File: src/rtl/gppd_pkg.sv
`default_nettype none

package gppd_pkg;

    typedef enum logic [3:0] {
        PH_IDLE  = 4'd0,
        PH_START = 4'd1,
        PH_ID    = 4'd2,
        PH_MARK  = 4'd3,
        PH_BTN1  = 4'd4,
        PH_BTN2  = 4'd5,
        PH_AX0   = 4'd6,
        PH_AX1   = 4'd7,
        PH_AX2   = 4'd8,
        PH_AX3   = 4'd9
    } t_phase;

    typedef enum logic [1:0] {
        KIND_NONE    = 2'd0,
        KIND_DIGITAL = 2'd1,
        KIND_RED     = 2'd2,
        KIND_GREEN   = 2'd3
    } t_kind;

    localparam logic OP_START = 1'b0;
    localparam logic OP_BYTE  = 1'b1;

    localparam logic [1:0] CFG_ID_DIGITAL = 2'd0;
    localparam logic [1:0] CFG_ID_RED     = 2'd1;
    localparam logic [1:0] CFG_ID_GREEN   = 2'd2;

    localparam logic [7:0] RST_ID_DIGITAL = 8'd65;
    localparam logic [7:0] RST_ID_RED     = 8'd115;
    localparam logic [7:0] RST_ID_GREEN   = 8'd83;

    localparam logic [7:0] CMD_POLL_START = 8'h01;
    localparam logic [7:0] CMD_READ_DATA  = 8'h42;
    localparam logic [7:0] CMD_FILL       = 8'hff;
    localparam logic [7:0] CMD_NONE       = 8'h00;
    localparam logic [7:0] DATA_MARKER    = 8'h5a;

    localparam logic signed [7:0] AXIS_POS  = 8'sd127;
    localparam logic signed [7:0] AXIS_NEG  = -8'sd127;
    localparam logic [7:0]        AXIS_BIAS = 8'h80;

    localparam logic [3:0] HAT_CENTRE = 4'd8;

    typedef struct packed {
        logic [7:0] id_digital;
        logic [7:0] id_red;
        logic [7:0] id_green;
    } t_cfg_ids;

    typedef struct packed {
        t_kind             kind;
        logic [7:0]        face;
        logic [3:0]        system;
        logic [3:0]        hat;
        logic signed [7:0] left_x;
        logic signed [7:0] left_y;
        logic signed [7:0] right_x;
        logic signed [7:0] right_y;
    } t_report;

    typedef struct packed {
        logic       finished;
        logic [7:0] command_byte;
        logic       attention_active;
        t_report    report;
    } t_result;

    // Pressed d-pad nibble (up, right, down, left in bits 0-3) to hat code.
    function automatic logic [3:0] hat_lookup(input logic [3:0] dpad);
        logic [3:0] hat;
        case (dpad)
            4'd1:    hat = 4'd0;
            4'd2:    hat = 4'd2;
            4'd3:    hat = 4'd1;
            4'd4:    hat = 4'd4;
            4'd6:    hat = 4'd3;
            4'd8:    hat = 4'd6;
            4'd9:    hat = 4'd7;
            4'd12:   hat = 4'd5;
            default: hat = HAT_CENTRE;
        endcase
        return hat;
    endfunction

endpackage

`default_nettype wire

File: src/rtl/gppd_cfg_regs.sv
`default_nettype none

module gppd_cfg_regs (
    input  wire logic                i_clk,
    input  wire logic                i_rst_n,
    input  wire logic                i_cfg_valid,
    output logic                     o_cfg_ready,
    input  wire logic [1:0]          i_cfg_index,
    input  wire logic [7:0]          i_cfg_data,
    output gppd_pkg::t_cfg_ids       o_ids
);
    import gppd_pkg::*;

    t_cfg_ids r_ids;
    t_cfg_ids n_ids;

    assign o_cfg_ready = 1'b1;

    always_comb begin
        n_ids = r_ids;
        if (i_cfg_valid && o_cfg_ready) begin
            case (i_cfg_index)
                CFG_ID_DIGITAL: n_ids.id_digital = i_cfg_data;
                CFG_ID_RED:     n_ids.id_red     = i_cfg_data;
                CFG_ID_GREEN:   n_ids.id_green   = i_cfg_data;
                default:        n_ids            = r_ids;
            endcase
        end
    end

    always_ff @(posedge i_clk) begin
        if (!i_rst_n) begin
            r_ids.id_digital <= RST_ID_DIGITAL;
            r_ids.id_red     <= RST_ID_RED;
            r_ids.id_green   <= RST_ID_GREEN;
        end else begin
            r_ids <= n_ids;
        end
    end

    assign o_ids = r_ids;

endmodule

`default_nettype wire

File: src/rtl/gppd_seq.sv
`default_nettype none

module gppd_seq (
    input  wire logic                i_clk,
    input  wire logic                i_rst_n,
    input  wire logic                i_step,
    input  wire logic                i_operation,
    input  wire logic [7:0]          i_rx_byte,
    input  wire logic                i_ack_seen,
    input  wire gppd_pkg::t_cfg_ids  i_ids,
    output gppd_pkg::t_result        o_result
);
    import gppd_pkg::*;

    t_phase  r_phase;
    t_phase  n_phase;
    t_report r_report;
    t_report n_report;
    t_report clear_report;
    t_kind   id_kind;
    logic    is_start;
    logic    done;
    logic    is_analog;
    logic [7:0] pressed;

    assign is_start  = (i_operation == OP_START);
    assign pressed   = ~i_rx_byte;
    assign is_analog = (r_report.kind == KIND_RED) || (r_report.kind == KIND_GREEN);

    // Digital wins over red, red over green when registers collide.
    always_comb begin
        if (i_rx_byte == i_ids.id_digital) begin
            id_kind = KIND_DIGITAL;
        end else if (i_rx_byte == i_ids.id_red) begin
            id_kind = KIND_RED;
        end else if (i_rx_byte == i_ids.id_green) begin
            id_kind = KIND_GREEN;
        end else begin
            id_kind = KIND_NONE;
        end
    end

    always_comb begin
        clear_report         = '0;
        clear_report.kind    = KIND_NONE;
        clear_report.hat     = HAT_CENTRE;
    end

    // Next phase.
    always_comb begin
        if (is_start) begin
            n_phase = PH_START;
        end else begin
            case (r_phase)
                PH_START: n_phase = i_ack_seen ? PH_ID : PH_IDLE;
                PH_ID:    n_phase = (id_kind != KIND_NONE) ? PH_MARK : PH_IDLE;
                PH_MARK:  n_phase = (i_rx_byte == DATA_MARKER) ? PH_BTN1 : PH_IDLE;
                PH_BTN1:  n_phase = PH_BTN2;
                PH_BTN2:  n_phase = is_analog ? PH_AX0 : PH_IDLE;
                PH_AX0:   n_phase = PH_AX1;
                PH_AX1:   n_phase = PH_AX2;
                PH_AX2:   n_phase = PH_AX3;
                default:  n_phase = PH_IDLE;
            endcase
        end
    end

    // Report update and command for this step.
    always_comb begin
        n_report = r_report;
        if (is_start) begin
            n_report = clear_report;
        end else begin
            case (r_phase)
                PH_ID: n_report.kind = id_kind;
                PH_BTN1: begin
                    if (pressed[0]) n_report.system[1] = 1'b1;
                    if (pressed[3]) n_report.system[0] = 1'b1;
                    if (r_report.kind == KIND_DIGITAL) begin
                        if (pressed[4]) n_report.left_y = AXIS_NEG;
                        if (pressed[6]) n_report.left_y = AXIS_POS;
                        if (pressed[7]) n_report.left_x = AXIS_NEG;
                        if (pressed[5]) n_report.left_x = AXIS_POS;
                    end else if (r_report.kind == KIND_RED) begin
                        if (pressed[1]) n_report.system[2] = 1'b1;
                        if (pressed[2]) n_report.system[3] = 1'b1;
                        n_report.hat = hat_lookup(pressed[7:4]);
                    end
                end
                PH_BTN2: n_report.face    = {pressed[3:0], pressed[7:4]};
                PH_AX0:  n_report.right_x = i_rx_byte ^ AXIS_BIAS;
                PH_AX1:  n_report.right_y = i_rx_byte ^ AXIS_BIAS;
                PH_AX2:  n_report.left_x  = i_rx_byte ^ AXIS_BIAS;
                PH_AX3:  n_report.left_y  = i_rx_byte ^ AXIS_BIAS;
                default: n_report = r_report;
            endcase
        end
    end

    assign done = (n_phase == PH_IDLE);

    always_comb begin
        o_result.finished         = done;
        o_result.attention_active = !done;
        o_result.report           = n_report;
        if (done) begin
            o_result.command_byte = CMD_NONE;
        end else if (is_start) begin
            o_result.command_byte = CMD_POLL_START;
        end else if (r_phase == PH_START) begin
            o_result.command_byte = CMD_READ_DATA;
        end else begin
            o_result.command_byte = CMD_FILL;
        end
    end

    always_ff @(posedge i_clk) begin
        if (!i_rst_n) begin
            r_phase  <= PH_IDLE;
            r_report <= clear_report;
        end else if (i_step) begin
            r_phase  <= n_phase;
            r_report <= n_report;
        end
    end

    a_start_restarts: assert property (@(posedge i_clk) disable iff (!i_rst_n)
        (i_step && i_operation == OP_START) |=> (r_phase == PH_START))
        else $error("start step did not restart the poll");

    a_idle_byte_keeps_report: assert property (@(posedge i_clk) disable iff (!i_rst_n)
        (i_step && i_operation == OP_BYTE && r_phase == PH_IDLE) |=> $stable(r_report))
        else $error("byte while idle changed the report");

    a_axes_only_analog: assert property (@(posedge i_clk) disable iff (!i_rst_n)
        (r_phase == PH_AX0 || r_phase == PH_AX3) |->
            (r_report.kind == KIND_RED || r_report.kind == KIND_GREEN))
        else $error("axis phase reached without an analog pad");

endmodule

`default_nettype wire

File: src/rtl/game_pad_poll_decoder_unit.sv
`default_nettype none

// Byte-level poll sequencer and report decoder for a game pad on a serial
// controller bus. An item with operation 0 starts a poll: the report is
// cleared and the block asks for command byte 0x01 with attention held low.
// Each later item reports one finished byte exchange from the serial engine;
// the result carries the next command byte (or finished, with attention
// released) and the full current report. The pad ID byte is matched against
// the three ID registers (digital first, then analog red, then analog green);
// an unknown ID, a missing ack after the first byte or a wrong 0x5a marker
// ends the poll. Items are taken one per clock cycle when the output is not
// blocked. Each item is held in the input register, decoded combinationally
// in a single short pass and written to the result register once that
// register is free or being emptied; the result is presented from there.
// Both channels use valid and stall, and an output register separates them
// so that a new item is taken while a result waits. The ID registers are
// written through a valid and ready port that is always ready; they are to
// be written only while no poll item is in flight, which the block itself
// does not enforce.
module game_pad_poll_decoder_unit (
    input  wire logic               i_clk,
    input  wire logic               i_rst_n,

    input  wire logic               i_cfg_valid,
    output logic                    o_cfg_ready,
    input  wire logic [1:0]         i_cfg_index,
    input  wire logic [7:0]         i_cfg_data,

    input  wire logic               i_in_valid,
    output logic                    o_in_stall,
    input  wire logic               i_operation,
    input  wire logic [7:0]         i_rx_byte,
    input  wire logic               i_ack_seen,

    output logic                    o_out_valid,
    input  wire logic               i_out_stall,
    output logic                    o_finished,
    output logic [7:0]              o_command_byte,
    output logic                    o_attention_active,
    output logic [7:0]              o_face_buttons,
    output logic [3:0]              o_system_buttons,
    output logic [3:0]              o_hat_direction,
    output logic signed [7:0]       o_left_x,
    output logic signed [7:0]       o_left_y,
    output logic signed [7:0]       o_right_x,
    output logic signed [7:0]       o_right_y,
    output logic [1:0]              o_pad_kind
);
    import gppd_pkg::*;

    t_cfg_ids   ids;
    t_result    step_result;

    logic       r_in_valid;
    logic       r_in_operation;
    logic [7:0] r_in_rx_byte;
    logic       r_in_ack_seen;
    logic       r_out_valid;
    t_result    r_result;

    logic       in_take;
    logic       advance;

    // The held item moves on whenever the result register is empty or is
    // being emptied in this cycle.
    assign advance    = r_in_valid && (!r_out_valid || !i_out_stall);
    assign o_in_stall = r_in_valid && r_out_valid && i_out_stall;
    assign in_take    = i_in_valid && !o_in_stall;

    gppd_cfg_regs u_cfg (
        .i_clk       (i_clk),
        .i_rst_n     (i_rst_n),
        .i_cfg_valid (i_cfg_valid),
        .o_cfg_ready (o_cfg_ready),
        .i_cfg_index (i_cfg_index),
        .i_cfg_data  (i_cfg_data),
        .o_ids       (ids)
    );

    gppd_seq u_seq (
        .i_clk       (i_clk),
        .i_rst_n     (i_rst_n),
        .i_step      (advance),
        .i_operation (r_in_operation),
        .i_rx_byte   (r_in_rx_byte),
        .i_ack_seen  (r_in_ack_seen),
        .i_ids       (ids),
        .o_result    (step_result)
    );

    always_ff @(posedge i_clk) begin
        if (!i_rst_n) begin
            r_in_valid <= 1'b0;
        end else if (in_take) begin
            r_in_valid <= 1'b1;
        end else if (advance) begin
            r_in_valid <= 1'b0;
        end
    end

    always_ff @(posedge i_clk) begin
        if (in_take) begin
            r_in_operation <= i_operation;
            r_in_rx_byte   <= i_rx_byte;
            r_in_ack_seen  <= i_ack_seen;
        end
    end

    always_ff @(posedge i_clk) begin
        if (!i_rst_n) begin
            r_out_valid <= 1'b0;
        end else if (advance) begin
            r_out_valid <= 1'b1;
        end else if (!i_out_stall) begin
            r_out_valid <= 1'b0;
        end
    end

    always_ff @(posedge i_clk) begin
        if (advance) begin
            r_result <= step_result;
        end
    end

    assign o_out_valid        = r_out_valid;
    assign o_finished         = r_result.finished;
    assign o_command_byte     = r_result.command_byte;
    assign o_attention_active = r_result.attention_active;
    assign o_face_buttons     = r_result.report.face;
    assign o_system_buttons   = r_result.report.system;
    assign o_hat_direction    = r_result.report.hat;
    assign o_left_x           = r_result.report.left_x;
    assign o_left_y           = r_result.report.left_y;
    assign o_right_x          = r_result.report.right_x;
    assign o_right_y          = r_result.report.right_y;
    assign o_pad_kind         = r_result.report.kind;

    a_advance_fills_output: assert property (@(posedge i_clk) disable iff (!i_rst_n)
        advance |=> r_out_valid)
        else $error("advanced item did not reach the result register");

    a_stall_only_when_full: assert property (@(posedge i_clk) disable iff (!i_rst_n)
        o_in_stall |-> (r_in_valid && r_out_valid))
        else $error("input stalled with space in the pipeline");

    a_reset_empties: assert property (@(posedge i_clk)
        !i_rst_n |=> (!r_in_valid && !r_out_valid))
        else $error("pipeline not empty after reset");

endmodule

`default_nettype wire

File: config.mk
export PLATFORM = sky130hd
export DESIGN_NAME = game_pad_poll_decoder_unit
export DESIGN_NICKNAME = d
export VERILOG_FILES = /design/src/rtl/gppd_pkg.sv /design/src/rtl/gppd_cfg_regs.sv /design/src/rtl/gppd_seq.sv /design/src/rtl/game_pad_poll_decoder_unit.sv
export SDC_FILE = /design/constraint.sdc
export NUM_CORES = 1
export LEC_CHECK = 0
export CORE_MARGIN = 2
export CORE_UTILIZATION = 40
export DETAILED_ROUTE_END_ITERATION = 7
export DONT_BUFFER_PORTS = 1
export GPL_TIMING_DRIVEN = 1
export PLACE_DENSITY = 0.57
export SLEW_MARGIN = 20
export SYNTH_ARGS = -nofsm -noshare
export SYNTH_HDL_FRONTEND = slang
export SYNTH_SLANG_ARGS = --single-unit
File: constraint.sdc
create_clock -name i_clk -period 4.8 [get_ports i_clk]
set_input_delay 1.44 -clock i_clk [delete_from_list [all_inputs] [get_ports i_clk]]
set_output_delay 1.44 -clock i_clk [all_outputs]
set_load 0.1 [all_outputs]
==> impl_metrics.ini, run 1 <==
[run_status]
status = finished, final reports clean

[synthesis]
ys_ff_latch = 145
synth-edff-count = 65
synth_area_mm2 = 0.00645
async_flop_share_pct = 0
synth_area_per_cell_um2 = 9.83
synthCells = 656
ys_warn_count = 0
seq_area_frac_synth_pct = 55.1
synth_ff_type = dfxtp_1
ys_types = 50
syn_nets = 681

[cells_and_area]
area_growth_pct = 11.5
drive_gt1_share_pct = 8.55
final_util_pct = 45.4
final_common_cell = nand2_1
instances_no_fill = 859
most-common-layout-cells = 145 x nand2_1, 80 x dfxtp_1, 65 x edfxtp_1, 39 x a21boi_0, 29 x nor2_1
antennaDiodeCount = 0
finalNetCount = 655

[worst_setup_path]
crit_required_ns = 3.36
cpPeakStageDelay_ns = 0.84
critPathLaunchType = primary input
crit_chain = and3_1
cpMaxStageDelayCell = and3_1
worst-path-buf-inv = 0
crit_type = primary input to primary output
worst-path-max-fanout = 3
path_delay_family = simple AND/OR/NAND/NOR gates
cp.arrival_ns = 2.29
worst_setup_path_end_kind = primary output

[run]
maxCapViolations = 0

[timing]
fin_hold_ws_ns = 0.457
relSlewSlack_pct = 30.0
max_slew.worst_pin.slew_ns = 1.05
finalCritPeriodShare_pct = 77.6
setup_violations = 0
slew_violations = 0
max_clock_freq_ghz = 0.268
fin_crit_ns = 3.73
fin_tns_setup_ns = 0
hold_viol_final = 0
grt_setup_unrepaired = no
clock_skew_ns = 0.0140

[clock_tree]
cts_hold_buf = 0
cts_setup_buffers = 0
cts-buffers-inserted = 17
clk_transition_reported_paths_ns = 0.06
cts_tree = built
clk_latency_ns = 0.44
clk_path_buf_depth = 2
cts-root-buf = clkbuf_16
cts-resized-gates = 0
cts.sinks = 145
htree_levels = 4

[detailed_routing]
routedWlPerCell_um = 17.2
ant_nets = 0
top_layer = met4
drt_first_iter_violations = 247
vias = 4572
wl_met1_um = 6780
drtPass1Iterations = 5
wl_met3_um = 973
avgViaCountPerCell = 5.32
drc = 0
finalWirelength_um = 14800
met2_wirelength_um = 6720

[floorplanning]
dieArea_mm2 = 0.0172
die_h_um = 131
core-area_mm2 = 0.0158
rows = 46
die_w_um = 131
start_util_pct = 40.7
io_pins = 88

[hold_path]
min_path_type = register to register

[global_routing]
antenna_found_initial = 0
grt_pass1_vias = 4347
gr-total-overflow = 0
grt_max_degree = 83
grt_first_pass_wirelength_um = 23200
grt_use_total_pct = 18.1

[pwr]
ir_worst_vdd_mv = 0.269
power_mw = 2.93
p_per_area_mw_per_mm2 = 407
p_leak_nw = 2.69

[placement]
place_inst = 827
numPortBuffers = 0
dp.final_hpwl_um = 9330
place_congestion = 0.870
[final timing paths]
path / from / slack (ns) / depth (start not counted) / to
setup / recovery: i_out_stall / 1.07 / 1 / o_in_stall
hold / removal: u_seq.r_report[38] / 0.46 / 2 / u_seq.r_report[38]
setup reg to reg: u_seq.r_phase[3] / 2.16 / 6 / o_left_y[5]
hold reg to reg: u_seq.r_report[38] / 0.46 / 2 / u_seq.r_report[38]
[where the power goes]
| group | internal [mW] | switching, mW | total [mW] | leakage, nW |
|---|---|---|---|---|
| registers | 1.32 | 0.156 | 1.48 | 1.27 |
| clock network | 0.819 | 0.510 | 1.33 | 0.285 |
| logic | 0.0389 | 0.0835 | 0.122 | 1.13 |
| total | 2.18 | 0.750 | 2.93 | 2.69 |
[cells by family after synthesis]
kind of cell | Yosys count | share of synthesized area (%)
buffers and inverters | 68 | 4.44
and+or+nand+nor | 266 | 19.1
AOI/OAI and AO/OA | 121 | 13.1
muxes | 30 | 4.81
xor gates and xnor gates | 25 | 3.40
DFF | 145 | 55.1
other | 1 | 0.0582
[cell type report]
cell class / instances / area, um^2
fill: 1459 / 8630
sequential: 145 / 3550
multi-input combinational: 443 / 2610
clock buffer: 20 / 437
tap: 216 / 270
clock inverter: 12 / 159
timing repair buffer: 10 / 115
inverter: 13 / 50.0
[state kept, by name (all words and copies together) (netlist names), 2 cells and up]
register,flops
o_command_byte,3
o_face_buttons,8
o_hat_direction,4
o_left_x,8
o_left_y,8
o_pad_kind,2
o_right_x,8
o_right_y,8
o_system_buttons,4
r_in_rx_byte,8
u_cfg.o_ids,24
u_seq.r_phase,4
u_seq.r_report,50
[synthesized netlist by cell type (3+ instances only)]
library cell	n	area, um^2
a211oi_1	3	22.5
a21boi_0	39	293
a21oi_1	24	120
a221o_1	9	90.1
and2_1	11	68.8
and3_1	6	37.5
buf_1	5	18.8
buf_2	7	35.0
buf_4	6	45.0
clkbuf_1	37	139
dfxtp_1	80	1600
edfxtp_1	65	1950
inv_1	11	41.3
mux2_2	8	90.1
mux2i_1	22	220
nand2_1	145	544
nand2b_1	5	31.3
nand3_1	24	120
nand3b_1	5	37.5
nor2_1	29	109
nor2b_1	15	93.8
nor3_1	4	20.0
nor3b_1	3	22.5
nor4_1	7	43.8
o211a_1	8	80.1
o21a_1	5	37.5
o21ai_0	22	110
xor2_1	25	219
[metrics by stage]
stage	setup WS [ns]	instance area [um^2]
final	1.07	7190
after global routing	1.06	7190
after CTS	1.07	7190
after detailed placement	1.07	6600
after global placement	1.10	6600
after floorplan	0.546	6450
[worst register-to-register path, stage by stage (launching register included)]
cell     delay (ns)
dfxtp_1        0.45
or4b_1         0.76
nor3_1         0.52
nor2_1         0.18
a221o_1        0.33
nand2_1        0.10
inv_1          0.05
[per-layer routing]
metal,GRT usage (%),vias up
li1,-,2206
met1,23.6,2183
met2,27.6,160
met3,5.86,23
met4,7.82,0
met5,0,-
No activity file was read; power rests on OpenSTA's default activity.
==> inputs of run 2 (changes only) <==
==> constraint.sdc (replaced) <==
create_clock -name i_clk -period 3.8 [get_ports i_clk]
set_input_delay 1.14 -clock i_clk [delete_from_list [all_inputs] [get_ports i_clk]]
set_output_delay 1.14 -clock i_clk [all_outputs]
set_load 0.1 [all_outputs]
==> impl_metrics.ini, run 2 (synthesis results as in run 1) <==
[floorplanning]
io_pins = 88
die_h_um = 131
start_util_pct = 40.7
die_w_um = 131
dieArea_mm2 = 0.0172
core-area_mm2 = 0.0158
rows = 46

[timing]
finalCritPeriodShare_pct = 81.8
relSlewSlack_pct = 31.6
max_clock_freq_ghz = 0.322
setup_violations = 0
hold_viol_final = 0
grt_setup_unrepaired = no
max_slew.worst_pin.slew_ns = 1.03
fin_crit_ns = 3.11
fin_tns_setup_ns = 0
slew_violations = 0
clock_skew_ns = 0.00623

[worst_setup_path]
cpMaxStageDelayCell = and3_1
crit_chain = and3_1
crit_type = primary input to primary output
worst-path-buf-inv = 0
critPathLaunchType = primary input
worst_setup_path_end_kind = primary output
crit_required_ns = 2.66
cpPeakStageDelay_ns = 0.83
worst-path-max-fanout = 3
cp.arrival_ns = 1.97
path_delay_family = simple AND/OR/NAND/NOR gates
r2r_slack_ns = 1.11

[cells_and_area]
most-common-layout-cells = 145 x nand2_1, 80 x dfxtp_1, 65 x edfxtp_1, 39 x a21boi_0, 29 x nor2_1
fillCellCount = 1494
final_cell_area_mm2 = 0.00719
finalNetCount = 655
antennaDiodeCount = 0
area_growth_pct = 11.4
final_common_cell = nand2_1
drive_gt1_share_pct = 9.02
largest_reg_flops = 50
regMostFlops = u_seq.r_report

[clock_tree]
cts_setup_buffers = 0
clk_latency_ns = 0.42
cts-root-buf = clkbuf_16
cts-buffers-inserted = 17
htree_levels = 4
clk_transition_reported_paths_ns = 0.06
cts-resized-gates = 0
cts_hold_buf = 0
clk_path_buf_depth = 2
cts_tree = built
cts.sinks = 145

[global_routing]
grt_pass1_vias = 4474
grt_use_total_pct = 18.0
grt_max_degree = 83
grt_first_pass_wirelength_um = 23400
antenna_found_initial = 0
gr-total-overflow = 0

[detailed_routing]
routedWlPerCell_um = 17.4
drt_first_iter_violations = 328
vias = 4545
avgViaCountPerCell = 5.29
finalWirelength_um = 14900
ant_nets = 0
drtPass1Iterations = 4
drc = 0

[placement]
numPortBuffers = 0
place_area_mm2 = 0.00662
place_congestion = 0.829
dp.final_hpwl_um = 9280

[pwr]
p_per_area_mw_per_mm2 = 500
power_mw = 3.59
p_leak_nw = 2.67
ir_worst_vdd_mv = 0.308

[run]
maxCapViolations = 0

[run_status]
status = finished, final reports clean

[hold_path]
min_path_type = register to register
## run 2: changes by cell type in the layout (fill, tap and decap cells not counted), sizes merged
cell and change:
clkinvlp +3, bufinv -2, clkbuf -1, clkinv +1, inv -1
## run 2: tightest hold or removal path, cell delays in order (launching register included)
cell and delay, ns:
dfxtp_1 0.31, nand2_1 0.05, a21boi_1 0.05
## run 2: layer usage
layer	up-vias	routed length, um	GRT usage (%)
met1	2195	6900	23.4
met5	-	0	0
met3	19	835	5.42
li1	2198	-	-
met4	0	229	7.45
met2	133	6950	28.2
## run 2: worst paths after layout
kind,startpoint,cells past startpoint,end
worst max register to register,u_seq.r_phase[2],6,o_left_y[2]
worst min register to register,u_seq.r_report[38],2,u_seq.r_report[38]
worst max-delay path,i_out_stall,1,o_in_stall
worst min-delay path,u_seq.r_report[38],2,u_seq.r_report[38]
## run 2: area by class of cell
type / count / area, um^2 / share of cell area [%]
clock inverter: 13 / 114 / 1.58
tap: 216 / 270 / 3.76
inverter: 13 / 50.0 / 0.697
timing repair buffer: 10 / 140 / 1.95
clock buffer: 19 / 443 / 6.16
multi-input combinational: 443 / 2620 / 36.4
sequential: 145 / 3550 / 49.5
## run 2: report_power, final
group	switching, mW	total, mW	internal [mW]
registers	0.194	1.86	1.67
clock network	0.650	1.56	0.914
logic	0.111	0.163	0.0522
total	0.955	3.59	2.64
## run 2: metrics by stage
stage	hold WS, ns	utilization (%)	cells	worst slack, ns
after floorplan	0.435	-	656	0.00113
after CTS	0.463	45.4	859	0.689
after detailed placement	0.454	41.8	827	0.689
after global routing	0.484	45.4	859	0.671
after global placement	0.444	41.8	827	0.697
final	0.456	45.4	859	0.690
